--- config.mk ---
export PLATFORM = sky130hd
export DESIGN_NAME = quoted_command_line_tokenizer
export DESIGN_NICKNAME = d
export VERILOG_FILES = /design/src/rtl/qclt_pkg.sv /design/src/rtl/qclt_front.sv /design/src/rtl/qclt_queue.sv /design/src/rtl/qclt_back.sv /design/src/rtl/quoted_command_line_tokenizer.sv
export SDC_FILE = /design/constraint.sdc
export NUM_CORES = 1
export LEC_CHECK = 0
export BUFFER_PORTS_ARGS = -buffer_cell sky130_fd_sc_hd__buf_2
export CORE_ASPECT_RATIO = 1.25
export CORE_UTILIZATION = 59
export CTS_CLUSTER_SIZE = 8
export DETAILED_ROUTE_END_ITERATION = 8
export GPL_TIMING_DRIVEN = 0
export PLACE_DENSITY = 0.9
export SYNTH_ARGS = -nofsm -noshare
export SYNTH_HDL_FRONTEND = slang
export SYNTH_SLANG_ARGS = --single-unit
export TNS_END_PERCENT = 10
--- constraint.sdc ---
create_clock -name clk -period 5.7 [get_ports clk]
set_input_delay 1.14 -clock clk [delete_from_list [all_inputs] [get_ports clk]]
set_output_delay 1.14 -clock clk [all_outputs]
set_load 0.01 [all_outputs]
--- src/rtl/qclt_pkg.sv ---
// ----------------------------------------------------------------------------
// qclt_pkg
// Shared types and constants of the quoted command line tokenizer.
// ----------------------------------------------------------------------------
`default_nettype none

package qclt_pkg;

	localparam logic [7:0] CH_NUL   = 8'h00;
	localparam logic [7:0] CH_SPACE = 8'h20;
	localparam logic [7:0] CH_QUOTE = 8'h22;

	localparam logic REC_TOKEN = 1'b0;
	localparam logic REC_DONE  = 1'b1;

	localparam logic [6:0] MAX_TOKENS_RST  = 7'd16;
	localparam logic [1:0] ADDR_MAX_TOKENS = 2'd0;

	localparam int QDEPTH = 4;
	localparam int QPTR_W = 2;
	localparam int QCNT_W = 3;

	typedef enum logic [2:0] {
		ST_OK       = 3'd0,
		ST_UNCLOSED = 3'd1,
		ST_NO_SPACE = 3'd2,
		ST_TOO_MANY = 3'd3,
		ST_TOO_LONG = 3'd4
	} status_t;

	typedef struct packed {
		logic       has_tok;
		logic [5:0] idx;
		logic [7:0] start;
		logic [7:0] len;
		logic       has_done;
		status_t    status;
		logic [6:0] count;
	} qclt_entry_t;

endpackage

`default_nettype wire

--- src/rtl/qclt_front.sv ---
// ----------------------------------------------------------------------------
// qclt_front
// Line scanner: takes one character per beat, tracks quote and token state
// and produces the result entry of that character.
// ----------------------------------------------------------------------------
`default_nettype none

module qclt_front import qclt_pkg::*; #(
	parameter int LINE_MAX = 256
) (
	input  wire logic        clk,
	input  wire logic        arst_n,
	input  wire logic        accept,
	input  wire logic [7:0]  ch,
	input  wire logic [6:0]  max_tokens,
	output logic             push,
	output qclt_entry_t      entry
);

	localparam int PW = $clog2(LINE_MAX);
	localparam logic [PW-1:0] POS_LAST = PW'(LINE_MAX - 1);

	logic          inq_q, intok_q, popen_q, pclose_q;
	logic [PW-1:0] begin_q, pos_q;
	logic [6:0]    cnt_q;
	status_t       err_q;

	logic          inq_n, intok_n, popen_n, pclose_n;
	logic [PW-1:0] begin_n, pos_n;
	logic [6:0]    cnt_n;
	status_t       err_n;

	logic          tok, eol;
	logic [PW-1:0] len_w;
	logic [PW+7:0] begin_ext, len_ext;
	logic [6:0]    cnt_inc;

	always_comb begin
		inq_n    = inq_q;
		intok_n  = intok_q;
		popen_n  = popen_q;
		pclose_n = pclose_q;
		begin_n  = begin_q;
		pos_n    = pos_q;
		cnt_n    = cnt_q;
		err_n    = err_q;
		tok      = 1'b0;
		eol      = 1'b0;
		len_w    = pos_q - begin_q - {{(PW-1){1'b0}}, pclose_q};
		cnt_inc  = cnt_q + 7'd1;
		if (ch == CH_NUL) begin
			eol = 1'b1;
			if (err_q == ST_OK) begin
				if (pclose_q) begin
					tok = (len_w != '0);
					if (tok) begin
						cnt_n = cnt_inc;
					end
					if (cnt_n >= max_tokens) begin
						err_n = ST_TOO_MANY;
					end
				end else if (inq_q || popen_q) begin
					err_n = ST_UNCLOSED;
				end else if (intok_q) begin
					tok   = 1'b1;
					cnt_n = cnt_inc;
				end
			end
		end else if (pos_q >= POS_LAST) begin
			err_n = ST_TOO_LONG;
		end else if (err_q != ST_OK) begin
			pos_n = pos_q + PW'(1);
		end else begin
			popen_n = 1'b0;
			pos_n   = pos_q + PW'(1);
			if (pclose_q) begin
				pclose_n = 1'b0;
				if (ch != CH_SPACE) begin
					err_n = ST_NO_SPACE;
				end else begin
					intok_n = 1'b0;
					tok     = (len_w != '0);
					if (tok) begin
						cnt_n = cnt_inc;
					end
				end
			end else if (inq_q) begin
				if (ch == CH_QUOTE) begin
					inq_n    = 1'b0;
					pclose_n = 1'b1;
				end
			end else if (ch == CH_SPACE) begin
				if (intok_q) begin
					tok     = 1'b1;
					cnt_n   = cnt_inc;
					intok_n = 1'b0;
				end
			end else if (ch == CH_QUOTE) begin
				begin_n = pos_q + PW'(1);
				inq_n   = 1'b1;
				intok_n = 1'b1;
				popen_n = 1'b1;
			end else if (!intok_q) begin
				begin_n = pos_q;
				intok_n = 1'b1;
			end
			if (err_n == ST_OK && cnt_n >= max_tokens) begin
				err_n = ST_TOO_MANY;
			end
		end
	end

	assign begin_ext = {8'd0, begin_q};
	assign len_ext   = {8'd0, len_w};

	always_comb begin
		entry.has_tok  = tok;
		entry.idx      = cnt_q[5:0];
		entry.start    = begin_ext[7:0];
		entry.len      = len_ext[7:0];
		entry.has_done = eol;
		entry.status   = err_n;
		entry.count    = cnt_n;
	end

	assign push = accept && (tok || eol);

	always_ff @(posedge clk or negedge arst_n) begin
		if (!arst_n) begin
			inq_q    <= 1'b0;
			intok_q  <= 1'b0;
			popen_q  <= 1'b0;
			pclose_q <= 1'b0;
			begin_q  <= '0;
			pos_q    <= '0;
			cnt_q    <= '0;
			err_q    <= ST_OK;
		end else if (accept) begin
			if (eol) begin
				inq_q    <= 1'b0;
				intok_q  <= 1'b0;
				popen_q  <= 1'b0;
				pclose_q <= 1'b0;
				begin_q  <= '0;
				pos_q    <= '0;
				cnt_q    <= '0;
				err_q    <= ST_OK;
			end else begin
				inq_q    <= inq_n;
				intok_q  <= intok_n;
				popen_q  <= popen_n;
				pclose_q <= pclose_n;
				begin_q  <= begin_n;
				pos_q    <= pos_n;
				cnt_q    <= cnt_n;
				err_q    <= err_n;
			end
		end
	end

endmodule

`default_nettype wire

--- src/rtl/qclt_queue.sv ---
// ----------------------------------------------------------------------------
// qclt_queue
// Short queue of result entries between the scanner and the record output.
// ----------------------------------------------------------------------------
`default_nettype none

module qclt_queue import qclt_pkg::*; (
	input  wire logic         clk,
	input  wire logic         arst_n,
	input  wire logic         push,
	input  wire qclt_entry_t  wr_entry,
	input  wire logic         pop,
	output qclt_entry_t       rd_entry,
	output logic              nonempty,
	output logic              full
);

	qclt_entry_t       slot_q [QDEPTH];
	logic [QPTR_W-1:0] wr_ptr_q, rd_ptr_q;
	logic [QCNT_W-1:0] fill_q;
	logic              do_push, do_pop;

	assign nonempty = (fill_q != '0);
	assign full     = (fill_q == QCNT_W'(QDEPTH));
	assign do_push  = push && !full;
	assign do_pop   = pop && nonempty;
	assign rd_entry = slot_q[rd_ptr_q];

	always_ff @(posedge clk) begin
		if (do_push) begin
			slot_q[wr_ptr_q] <= wr_entry;
		end
	end

	always_ff @(posedge clk or negedge arst_n) begin
		if (!arst_n) begin
			wr_ptr_q <= '0;
			rd_ptr_q <= '0;
			fill_q   <= '0;
		end else begin
			if (do_push) begin
				wr_ptr_q <= wr_ptr_q + QPTR_W'(1);
			end
			if (do_pop) begin
				rd_ptr_q <= rd_ptr_q + QPTR_W'(1);
			end
			if (do_push && !do_pop) begin
				fill_q <= fill_q + QCNT_W'(1);
			end else if (do_pop && !do_push) begin
				fill_q <= fill_q - QCNT_W'(1);
			end
		end
	end

endmodule

`default_nettype wire

--- src/rtl/qclt_back.sv ---
// ----------------------------------------------------------------------------
// qclt_back
// Record output: unpacks each queued entry into its token record, its done
// record or both, and holds the current record until the sink takes it.
// ----------------------------------------------------------------------------
`default_nettype none

module qclt_back import qclt_pkg::*; (
	input  wire logic        clk,
	input  wire logic        arst_n,
	input  wire logic        q_nonempty,
	input  wire qclt_entry_t q_entry,
	output logic             pop,
	output logic             out_valid,
	input  wire logic        out_stall,
	output logic             record_kind,
	output logic [5:0]       token_index,
	output logic [7:0]       token_pos,
	output logic [7:0]       token_length,
	output logic [2:0]       status,
	output logic [6:0]       token_count
);

	qclt_entry_t ent_q;
	logic        busy_q, done_ph_q;
	logic        take, last;

	assign take = busy_q && !out_stall;
	assign last = done_ph_q || !ent_q.has_done;
	assign pop  = q_nonempty && (!busy_q || (take && last));

	always_ff @(posedge clk) begin
		if (pop) begin
			ent_q <= q_entry;
		end
	end

	always_ff @(posedge clk or negedge arst_n) begin
		if (!arst_n) begin
			busy_q    <= 1'b0;
			done_ph_q <= 1'b0;
		end else if (pop) begin
			busy_q    <= 1'b1;
			done_ph_q <= !q_entry.has_tok;
		end else if (take) begin
			if (last) begin
				busy_q <= 1'b0;
			end else begin
				done_ph_q <= 1'b1;
			end
		end
	end

	assign out_valid    = busy_q;
	assign record_kind  = done_ph_q ? REC_DONE : REC_TOKEN;
	assign token_index  = done_ph_q ? 6'd0 : ent_q.idx;
	assign token_pos    = done_ph_q ? 8'd0 : ent_q.start;
	assign token_length = done_ph_q ? 8'd0 : ent_q.len;
	assign status       = done_ph_q ? ent_q.status : ST_OK;
	assign token_count  = done_ph_q ? ent_q.count : 7'd0;

endmodule

`default_nettype wire

--- src/rtl/quoted_command_line_tokenizer.sv ---
// ----------------------------------------------------------------------------
// quoted_command_line_tokenizer
// Splits a command line, one character per beat, into space separated and
// quoted tokens; reports each token and a done record at the end of line.
//
//   channel  handshake                 payload
//   in       in_valid / in_stall       ch
//   out      out_valid / out_stall     record_kind token_index token_pos
//                                      token_length status token_count
//   cfg      psel penable pwrite pready paddr pwdata prdata (max_tokens @ 0)
//
// One character is taken every cycle while in_stall is low; each gives zero
// or one record, the end of line one or two, which the output side sends one
// per cycle while out_stall is low. A four-entry queue between scanner and
// output lets each side stall alone; in_stall rises only when it is full.
// Reset clears the line state and sets max_tokens to 16.
// ----------------------------------------------------------------------------
`default_nettype none

module quoted_command_line_tokenizer import qclt_pkg::*; #(
	parameter int LINE_MAX = 256
) (
	input  wire logic        clk,
	input  wire logic        arst_n,
	input  wire logic        in_valid,
	output logic             in_stall,
	input  wire logic [7:0]  ch,
	output logic             out_valid,
	input  wire logic        out_stall,
	output logic             record_kind,
	output logic [5:0]       token_index,
	output logic [7:0]       token_pos,
	output logic [7:0]       token_length,
	output logic [2:0]       status,
	output logic [6:0]       token_count,
	input  wire logic        psel,
	input  wire logic        penable,
	input  wire logic        pwrite,
	input  wire logic [1:0]  paddr,
	input  wire logic [31:0] pwdata,
	output logic [31:0]      prdata,
	output logic             pready
);

	logic [6:0]  max_tokens_q;
	logic        accept, push, pop, q_nonempty, q_full;
	qclt_entry_t push_entry, head_entry;

	assign pready = 1'b1;
	assign prdata = (paddr == ADDR_MAX_TOKENS) ? {25'd0, max_tokens_q} : 32'd0;

	always_ff @(posedge clk or negedge arst_n) begin
		if (!arst_n) begin
			max_tokens_q <= MAX_TOKENS_RST;
		end else if (psel && penable && pwrite && pready && paddr == ADDR_MAX_TOKENS) begin
			max_tokens_q <= pwdata[6:0];
		end
	end

	assign in_stall = q_full;
	assign accept   = in_valid && !in_stall;

	qclt_front #(
		.LINE_MAX(LINE_MAX)
	) u_front (
		.clk       (clk),
		.arst_n    (arst_n),
		.accept    (accept),
		.ch        (ch),
		.max_tokens(max_tokens_q),
		.push      (push),
		.entry     (push_entry)
	);

	qclt_queue u_queue (
		.clk     (clk),
		.arst_n  (arst_n),
		.push    (push),
		.wr_entry(push_entry),
		.pop     (pop),
		.rd_entry(head_entry),
		.nonempty(q_nonempty),
		.full    (q_full)
	);

	qclt_back u_back (
		.clk         (clk),
		.arst_n      (arst_n),
		.q_nonempty  (q_nonempty),
		.q_entry     (head_entry),
		.pop         (pop),
		.out_valid   (out_valid),
		.out_stall   (out_stall),
		.record_kind (record_kind),
		.token_index (token_index),
		.token_pos   (token_pos),
		.token_length(token_length),
		.status      (status),
		.token_count (token_count)
	);

endmodule

`default_nettype wire
* Word level (Yosys, flattened, before mapping)
Memories as Yosys holds them, arrays and structs flattened.
Cells that the tools add are included.
** Storage, ports and cells
- Flip-flop bits (word level) :: 79
- RAM bits :: 136
- Input port bits :: 49
- Output and inout port bits :: 68
- Memories kept :: 1
** Memory list
- u_queue.slot_q :: depth 4, bits a word 34, read ports 1, clocked after Yosys merged registers in 0, write ports 1, line qclt_queue.sv:18 : qclt_entry_t slot_q [QDEPTH];
** Cells by class
- Add/sub/neg operators :: 8
- Magnitude comparators :: 3
- Equal/unequal tests :: 14
- Multiplexer cells :: 103
- Reduce and logical (&&, ||, !) cells :: 41
** Operators with widths (count)
- $mux W7 :: 21
- $mux W8 :: 14
- $mux W3 :: 17
- $mux W1 :: 50
- $eq A8 B6 Y1 const B :: 2
- $ge A7 B7 Y1 :: 2
- $logic_and A1 B1 Y1 :: 13
- $ne A2 B1 Y1 const B :: 5
- $ne A3 B3 Y1 const B :: 3
- $add A8 B1 Y8 const B :: 1
- $ge A8 B8 Y1 const B :: 1
- $logic_not A8 Y1 :: 1
- $ne A8 B6 Y1 const B :: 1
- $reduce_and A8 Y1 :: 1
- $reduce_bool A8 Y1 :: 1
- $sub A8 B1 Y8 :: 1
- $sub A8 B8 Y8 :: 1
- $add A7 B1 Y7 const B :: 1
- $logic_not A1 Y1 :: 7
- $logic_not A3 Y1 :: 2
- $mux W6 :: 1
- $reduce_and A6 Y1 :: 1
- $reduce_bool A2 Y1 :: 3
- $reduce_bool A3 Y1 :: 2
- 11 further kinds :: 17

* Longest topological paths before layout
Gate-level depths: netlist of run 1.
- Depth in word-level cells :: 16
- Mapped depth :: 20
- Mapped depth without buffers :: 19

* Modules after synthesis
A second synthesis of run 1 with hierarchy kept.
** Second synthesis, totals
- Cells, all modules :: 723
- Area total of the unflattened synthesis :: 10243.6 sq um
** By module, submodules not included
- qclt_queue :: times used 1, cells each 213, area each 5385.2 sq um, sequential area each 4259.1 sq um
- qclt_front :: times used 1, cells each 379, area each 2996.6 sq um, sequential area each 750.7 sq um
- qclt_back :: times used 1, cells each 79, area each 1312.5 sq um, sequential area each 1041.0 sq um
- quoted_command_line_tokenizer :: times used 1, cells each 52, area each 549.3 sq um, sequential area each 176.4 sq um

* Worst setup path after synthesis of run 1
Ideal clock, no wire load.
- Kind :: flip-flop to flip-flop
- From :: reg u_front.pclose_q
- To :: mem u_queue.slot_q[0][8] (netlist name), data pin
- Setup time :: 0.282 ns
- Arrival :: 4.474 ns
- Data required time :: 5.418 ns
- Path slack :: 0.944 ns
- Stages on the path, launching flop included :: 20
- Buffers on the path :: 2
- Cell sequence :: dfrtp_1 > clkbuf_1 > inv_1 > fa_1 > fa_1 > nand2b_4 > a2111oi_4 > nor3_1 > nor4b_2 > a41oi_2 > buf_2 > mux2_2 > ha_1 > a21o_1 > a21o_1 > a211oi_1 > o21a_1 > o21ai_0 > a21oi_1 > o22ai_1
** RTL lines
- from (decl) :: line qclt_front.sv:23 : logic inq_q, intok_q, popen_q, pclose_q;
- from (signal assigned) :: line qclt_front.sv:152 : pclose_q <= pclose_n;
- to (decl) :: line qclt_queue.sv:18

==> reports/qor.txt, run 1 <==
Status - finished, final reports clean
Port Buffers - 65
First-pass GRT wire length - 33700 um
Final Cycle Share - 94.6%
Most common cell after layout, fill and taps aside - edfxtp_1
Crit Path Class - flip-flop to flip-flop
Die width - 119 um
FMAX - 186 MHz
Number of flops mapped to enable cells by yosys - 169
Worst Max-Slew Pin Slew - 1270 ps
Share of flip-flops with an asynchronous set or reset - 21.4%
DP HPWL - 13800 um
Wire length per cell - 20.1 um
Final ANT Viol Nets - 0
Total track usage - 25.2%
Yosys reg bits - 215
Cells after Synth - 715
Root Driver - clkbuf_16
Clk sinks - 215
Diode count - 0
Worst EP arrival - 5590 ps
Mapped Area - 10000 um2
MaxCap Viol Count - 0
Initial Util - 61.1%
Pre-CTS setup slack - -7.44 ps
Final setup TNS - 0 ps
Crit path capture type - flip-flop
Met3 Usage GRT - 2.97%
Gpl congestion - 0.905
DR vias/cell - 5.84
Leakage - 0.00450 uW
CTS Buf Count - 30
I/O Pins - 117
Cell Rows - 52
Library cells used by synthesis - 63
Final Hold Vio Count - 0
Synth-to-layout area growth - 15.7%
Clk_skew - 11.4 ps
RR Startpoint - u_front.pclose_q
Sequential cell area fraction in the yosys report - 62.2%
Relative slew slack - 14.7%
Initial antenna violation count - 0
Clk Latency, worst-skew pair - 530 ps
Unrepaired setup endpoints after global routing - no
Worst Hold Class - flip-flop to flip-flop
Post-route minimum period - 5390 ps
Clock buffer depth - 3
Critical Path Start - u_front.pclose_q
Power per cell area - 466 nW/um2
GRT Max-Usage Layer - met2
GR met2 Demand/Resource - 44.9%
Pin count of the biggest net entering global routing - 47
Average cell area after synthesis - 14.0 um2
Maximum VDD drop - 281 uV
Final Hold Slack - 500 ps
Critical Path RT - 5900 ps
Die height - 148 um
Final nets - 920
Flop2flop setup slack - 310 ps
DRT Pass-1 Iters - 5
Clock-pin slew on the worst setup and hold paths - 50 ps
Post-Route WL - 21600 um
R2r endpoint - u_queue.slot_q[1][8]
CP startpoint kind - flip-flop
Synth warn - 0
DRT iter0 DRCs - 523
Vias in the first global route - 6155
# hold bufs at CTS - 0
GR Util met1 - 32.0%
Setup ws final - 310 ps
Share of cells above drive strength 1 - 22.2%
Die area - 17500 um2
Total number of vias - 6281
Crit path to - u_queue.slot_q[1][8]
Core area - 16400 um2
Commonest cells after routing, fill and taps aside - edfxtp_1, buf_2, clkbuf_1, nor2_1, dfrtp_1
Final-report setup violation count - 0
Hold Path Depth - 1
Number of remaining DRC errors - 0
Slew Viols, Final - 0
H-tree depth - 1
Crit path max fanout - 10
CTS tree - done
Grt total ovfl - 0
Top FF cell, synth - edfxtp_1
Worst Reg-to-Reg Cells - 19
state kept, by name (all words and copies together), names as in the netlist:
register	cells
u_front.begin_q	8
u_back.out_valid	1
u_front.pos_q	8
u_front.pclose_q	1
u_queue.fill_q	3
u_front.intok_q	1
u_front.cnt_q	7
u_queue.wr_ptr_q	2
u_front.inq_q	1
u_front.err_q	3
u_queue.rd_ptr_q	2
u_back.done_ph_q	1
u_front.popen_q	1
u_back.ent_q	33
max_tokens_q	7
u_queue.slot_q	136
cells in the mapped netlist (all sizes together) (14+ instances only):
cell	count	area, um2
o21ai	36	180
ha	33	413
nand2	29	109
xnor2	18	158
and2	17	109
dfrtp	45	1130
clkbuf	25	93.8
inv	36	135
buf	33	233
a21oi	26	134
mux4	34	766
xor2	14	123
nand3	19	95.1
edfxtp	169	5070
nor2b	25	156
nor2	46	173
area by class of cell:
class | instances | area (um2)
inverters | 36 | 135
multi-input cells | 430 | 3430
well taps | 216 | 270
plain buffers | 56 | 319
flip-flops and latches | 215 | 6230
repair buffers | 66 | 333
fillers | 1073 | 4810
clock buffers | 56 | 870
critical path, stage by stage, from the launching register on:
cell	delay, ps
dfrtp_2	450
inv_1	170
fa_1	480
fa_1	470
nand2b_4	180
a2111oi_4	410
o21ai_0	130
nor4b_2	180
buf_4	170
a41oi_2	240
buf_2	270
mux2_2	380
ha_1	270
a21o_1	160
a21o_1	170
a211oi_1	240
o21a_1	200
o21ai_0	90
a21oi_1	190
o22ai_1	220
through the flow:
stage	instances	util (%)	instance area [um2]	total power, uW
6_report	1075	70.7	11600	5400
4_1_cts	1076	70.7	11600	5410
2_1_floorplan	739	-	10100	3250
3_5_place_dp	1020	65.3	10700	3750
3_3_place_gp	1020	65.3	10700	3630
5_1_grt	1075	70.7	11600	5610
where the power goes:
part	switching, uW	internal [uW]
combinational	968	650
clock	613	1010
sequential	121	2040
total	1700	3700
kinds of logic (layout without fill, tap and decap cells):
| group | count (synthesis) | after routing | share of synthesized area, % |
|---|---|---|---|
| mux | 46 | 46 | 9.03 |
| flops | 215 | 215 | 62.2 |
| compound gates | 107 | 107 | 7.06 |
| buf+inv | 94 | 214 | 4.61 |
| other cells | 2 | 26 | 0.0750 |
| simple gates | 183 | 183 | 9.53 |
| xor+xnor | 32 | 32 | 2.80 |
| fa+ha+maj | 36 | 36 | 4.72 |
routing by layer:
metal | share of wire [%] | vias up | wire length (um)
met4 | 2.7 | 0 | 576
met1 | 39 | 3065 | 8340
met3 | 6.2 | 44 | 1350
li1 | - | 2847 | -
met2 | 53 | 325 | 11400
met5 | 0 | - | 0
timing repair:
action,CTS,global route
resized for setup,1,1
setup endpoints to repair,8,8
pin swaps,1,0
buffers inserted,1,0
worst min-delay path by stage:
stage / start / to / slack [ps]
floorplan: u_queue.fill_q[2] / u_queue.fill_q[2] / 460
global placement: u_queue.fill_q[2] / u_queue.fill_q[2] / 470
detailed placement: u_front.popen_q / u_front.popen_q / 480
CTS: u_front.popen_q / u_front.popen_q / 500
global route: max_tokens_q[3] / max_tokens_q[3] / 520
finish: max_tokens_q[3] / max_tokens_q[3] / 500
Power figures use the tool's default switching activity.
==> run 2, diff against run 1 <==
- PLACE_DENSITY: 0.9 -> 0.82
==> run 2 against run 1 <==
First-iteration DRC count fell by 10%. Cell count did not move. Clock power barely moved. Largest cell class unchanged.
==> reports/qor.txt, run 2 (synthesized netlist as in run 1, its figures left out) <==
Status - finished, final reports clean (unchanged)
Crit path capture type - flip-flop (unchanged)
Gpl congestion - 0.869 (was 0.905)
RR Startpoint - u_front.pclose_q (unchanged)
Max reg flops - 136 (unchanged)
Pin count of the biggest net entering global routing - 47 (unchanged)
Clk Latency, worst-skew pair - 530 ps (about the same)
Die width - 119 um (unchanged)
Cell area after layout - 11600 um2 (about the same)
Crit Path Class - flip-flop to flip-flop (unchanged)
Most common cell after layout, fill and taps aside - edfxtp_1 (unchanged)
Total number of vias - 6218 (was 6281)
Hold path startpoint - max_tokens_q[6] (was max_tokens_q[3])
Post-route minimum period - 5370 ps (was 5390 ps)
Final-report setup violation count - 0 (unchanged)
Worst Hold Class - flip-flop to flip-flop (unchanged)
Crit path max-delay cell type - fa_1 (unchanged)
Worst Reg-to-Reg Cells - 19 (unchanged)
Final setup TNS - 0 ps (unchanged)
Vias in the first global route - 6117 (was 6155)
Clk sinks - 215 (unchanged)
CTS tree - done (unchanged)
Final nets - 920 (unchanged)
Worst EP arrival - 5570 ps (was 5590 ps)
Diode count - 0 (unchanged)
Post-Route WL - 20400 um (was 21600 um)
Worst-path cell chain - inv_1 > fa_1 > fa_1 > nand2b_4 > a2111oi_4 > o21ai_0 > nor4b_2 > buf_4 > a41oi_2 > clkbuf_4 > mux2_2 > ha_1 > a21o_1 > a21o_1 > a211oi_1 > o21a_1 > o21ai_0 > a21oi_1 > o22ai_1 (was inv_1 > fa_1 > fa_1 > nand2b_4 > a2111oi_4 > o21ai_0 > nor4b_2 > buf_4 > a41oi_2 > buf_2 > mux2_2 > ha_1 > a21o_1 > a21o_1 > a211oi_1 > o21a_1 > o21ai_0 > a21oi_1 > o22ai_1)
Grt total ovfl - 0 (unchanged)
Relative slew slack - 25.6% (was 14.7%)
Largest Register - u_queue.slot_q (unchanged)
Die area - 17500 um2 (unchanged)
Core area - 16400 um2 (unchanged)
Root Driver - clkbuf_16 (unchanged)
Number of remaining DRC errors - 0 (unchanged)
Crit path max fanout - 10 (unchanged)
Pre-CTS setup slack - 55.3 ps (was -7.44 ps)
Worst Max-Slew Pin Slew - 1120 ps (was 1270 ps)
MaxCap Viol Count - 0 (unchanged)
CP startpoint kind - flip-flop (unchanged)
Tot Pwr - 5320 uW (was 5400 uW)
Setup ws final - 331 ps (was 310 ps)
Hold Path Depth - 1 (unchanged)
Placed Area - 10700 um2 (unchanged)
Power per cell area - 459 nW/um2 (was 466 nW/um2)
Maximum VDD drop - 263 uV (was 281 uV)
Clock buffer depth - 3 (unchanged)
DRT Pass-1 Iters - 5 (unchanged)
Total track usage - 23.7% (was 25.2%)
Cell Rows - 52 (unchanged)
CP peak stage delay - 460 ps (was 480 ps)
DRT iter0 DRCs - 469 (was 523)
FMAX - 186 MHz (about the same)
Leakage - 0.00450 uW (about the same)
First-pass GRT wire length - 32400 um (was 33700 um)
Synth-to-layout area growth - 15.6% (was 15.7%)
Initial antenna violation count - 0 (unchanged)
Clock-pin slew on the worst setup and hold paths - 50 ps (about the same)
Wire length per cell - 19.0 um (was 20.1 um)
Unrepaired setup endpoints after global routing - no (unchanged)
Critical Path RT - 5900 ps (about the same)
Final Cycle Share - 94.2% (was 94.6%)
H-tree depth - 1 (unchanged)
Share of cells above drive strength 1 - 22.4% (was 22.2%)
Commonest cells after routing, fill and taps aside - edfxtp_1, buf_2, clkbuf_1, nor2_1, dfrtp_1 (unchanged)
Die height - 148 um (unchanged)
Critical Path Start - u_front.pclose_q (unchanged)
Port Buffers - 65 (unchanged)
Biggest registers after layout - u_queue.slot_q (136), u_back.ent_q (33) (unchanged)
Clk_skew - 17.6 ps (was 11.4 ps)
DR vias/cell - 5.78 (was 5.84)
DP HPWL - 13100 um (was 13800 um)
CTS Buf Count - 30 (unchanged)
Slew Viols, Final - 0 (unchanged)
Utilization after layout - 70.6% (was 70.7%)
Initial Util - 61.1% (unchanged)
Final Hold Vio Count - 0 (unchanged)
I/O Pins - 117 (unchanged)
Final ANT Viol Nets - 0 (unchanged)
-- run 2: cell count changes in the layout (fill, tap and decap cells not counted), sizes merged --
cell | previous run | this run
inv | 35 | 36
buf | 99 | 98
-- run 2: area by class of cell --
type | count | area, um2
Fill cell | 1106 | 4820
Tap cell | 216 | 270
Inverter | 36 | 135
Clock buffer | 55 | 845
Multi-Input combinational cell | 430 | 3430
Clock inverter | 1 | 16.3
Buffer | 56 | 322
Timing Repair Buffer | 66 | 333
Sequential cell | 215 | 6230
-- run 2: layer usage --
metal / global-route usage [%] / wire length (um) / part of all wire [%]
met3: 3.13 / 1450 / 7.1
met1: 31.3 / 8170 / 40
met2: 41.4 / 10400 / 51
met4: 6.77 / 382 / 1.9
met5: 0 / 0 / 0
-- run 2: worst paths after layout --
kind	end	slack [ps]
worst max-delay path	u_queue.slot_q[2][8]	330
worst min-delay path	max_tokens_q[6]	500
worst max register to register	u_queue.slot_q[2][8]	330
worst min register to register	max_tokens_q[6]	500
max in group asynchronous	u_front.pclose_q	4120
min in group asynchronous	u_queue.rd_ptr_q[1]	830
-- run 2: worst max-delay path, delay by kind of cell, from the launching register on --
kind / cells / cell delay, ps
compound gates: 10 / 2060
fa+ha+maj: 3 / 1190
buf+inv: 3 / 610
flops: 1 / 440
mux: 1 / 370
simple gates: 2 / 360
-- run 2: report_power, final --
part / switching (uW) / leakage, uW / total, uW / internal [uW]
Clock: 612 / 0.000406 / 1590 / 983
Combinational: 910 / 0.00197 / 1560 / 646
Sequential: 125 / 0.00213 / 2170 / 2040
-- run 2: repair_timing --
action | CTS | global route
gates resized for setup | 0 | 3
setup endpoints to repair | 0 | 8
setup buffers | 0 | 1
hold buffers | 0 | 0
-- run 2: stage by stage --
step                hold WS, ps  cells
floorplan                   456    739
global placement            469   1020
detailed placement          494   1020
CTS                         504   1076
global route                515   1075
finish                      500   1075
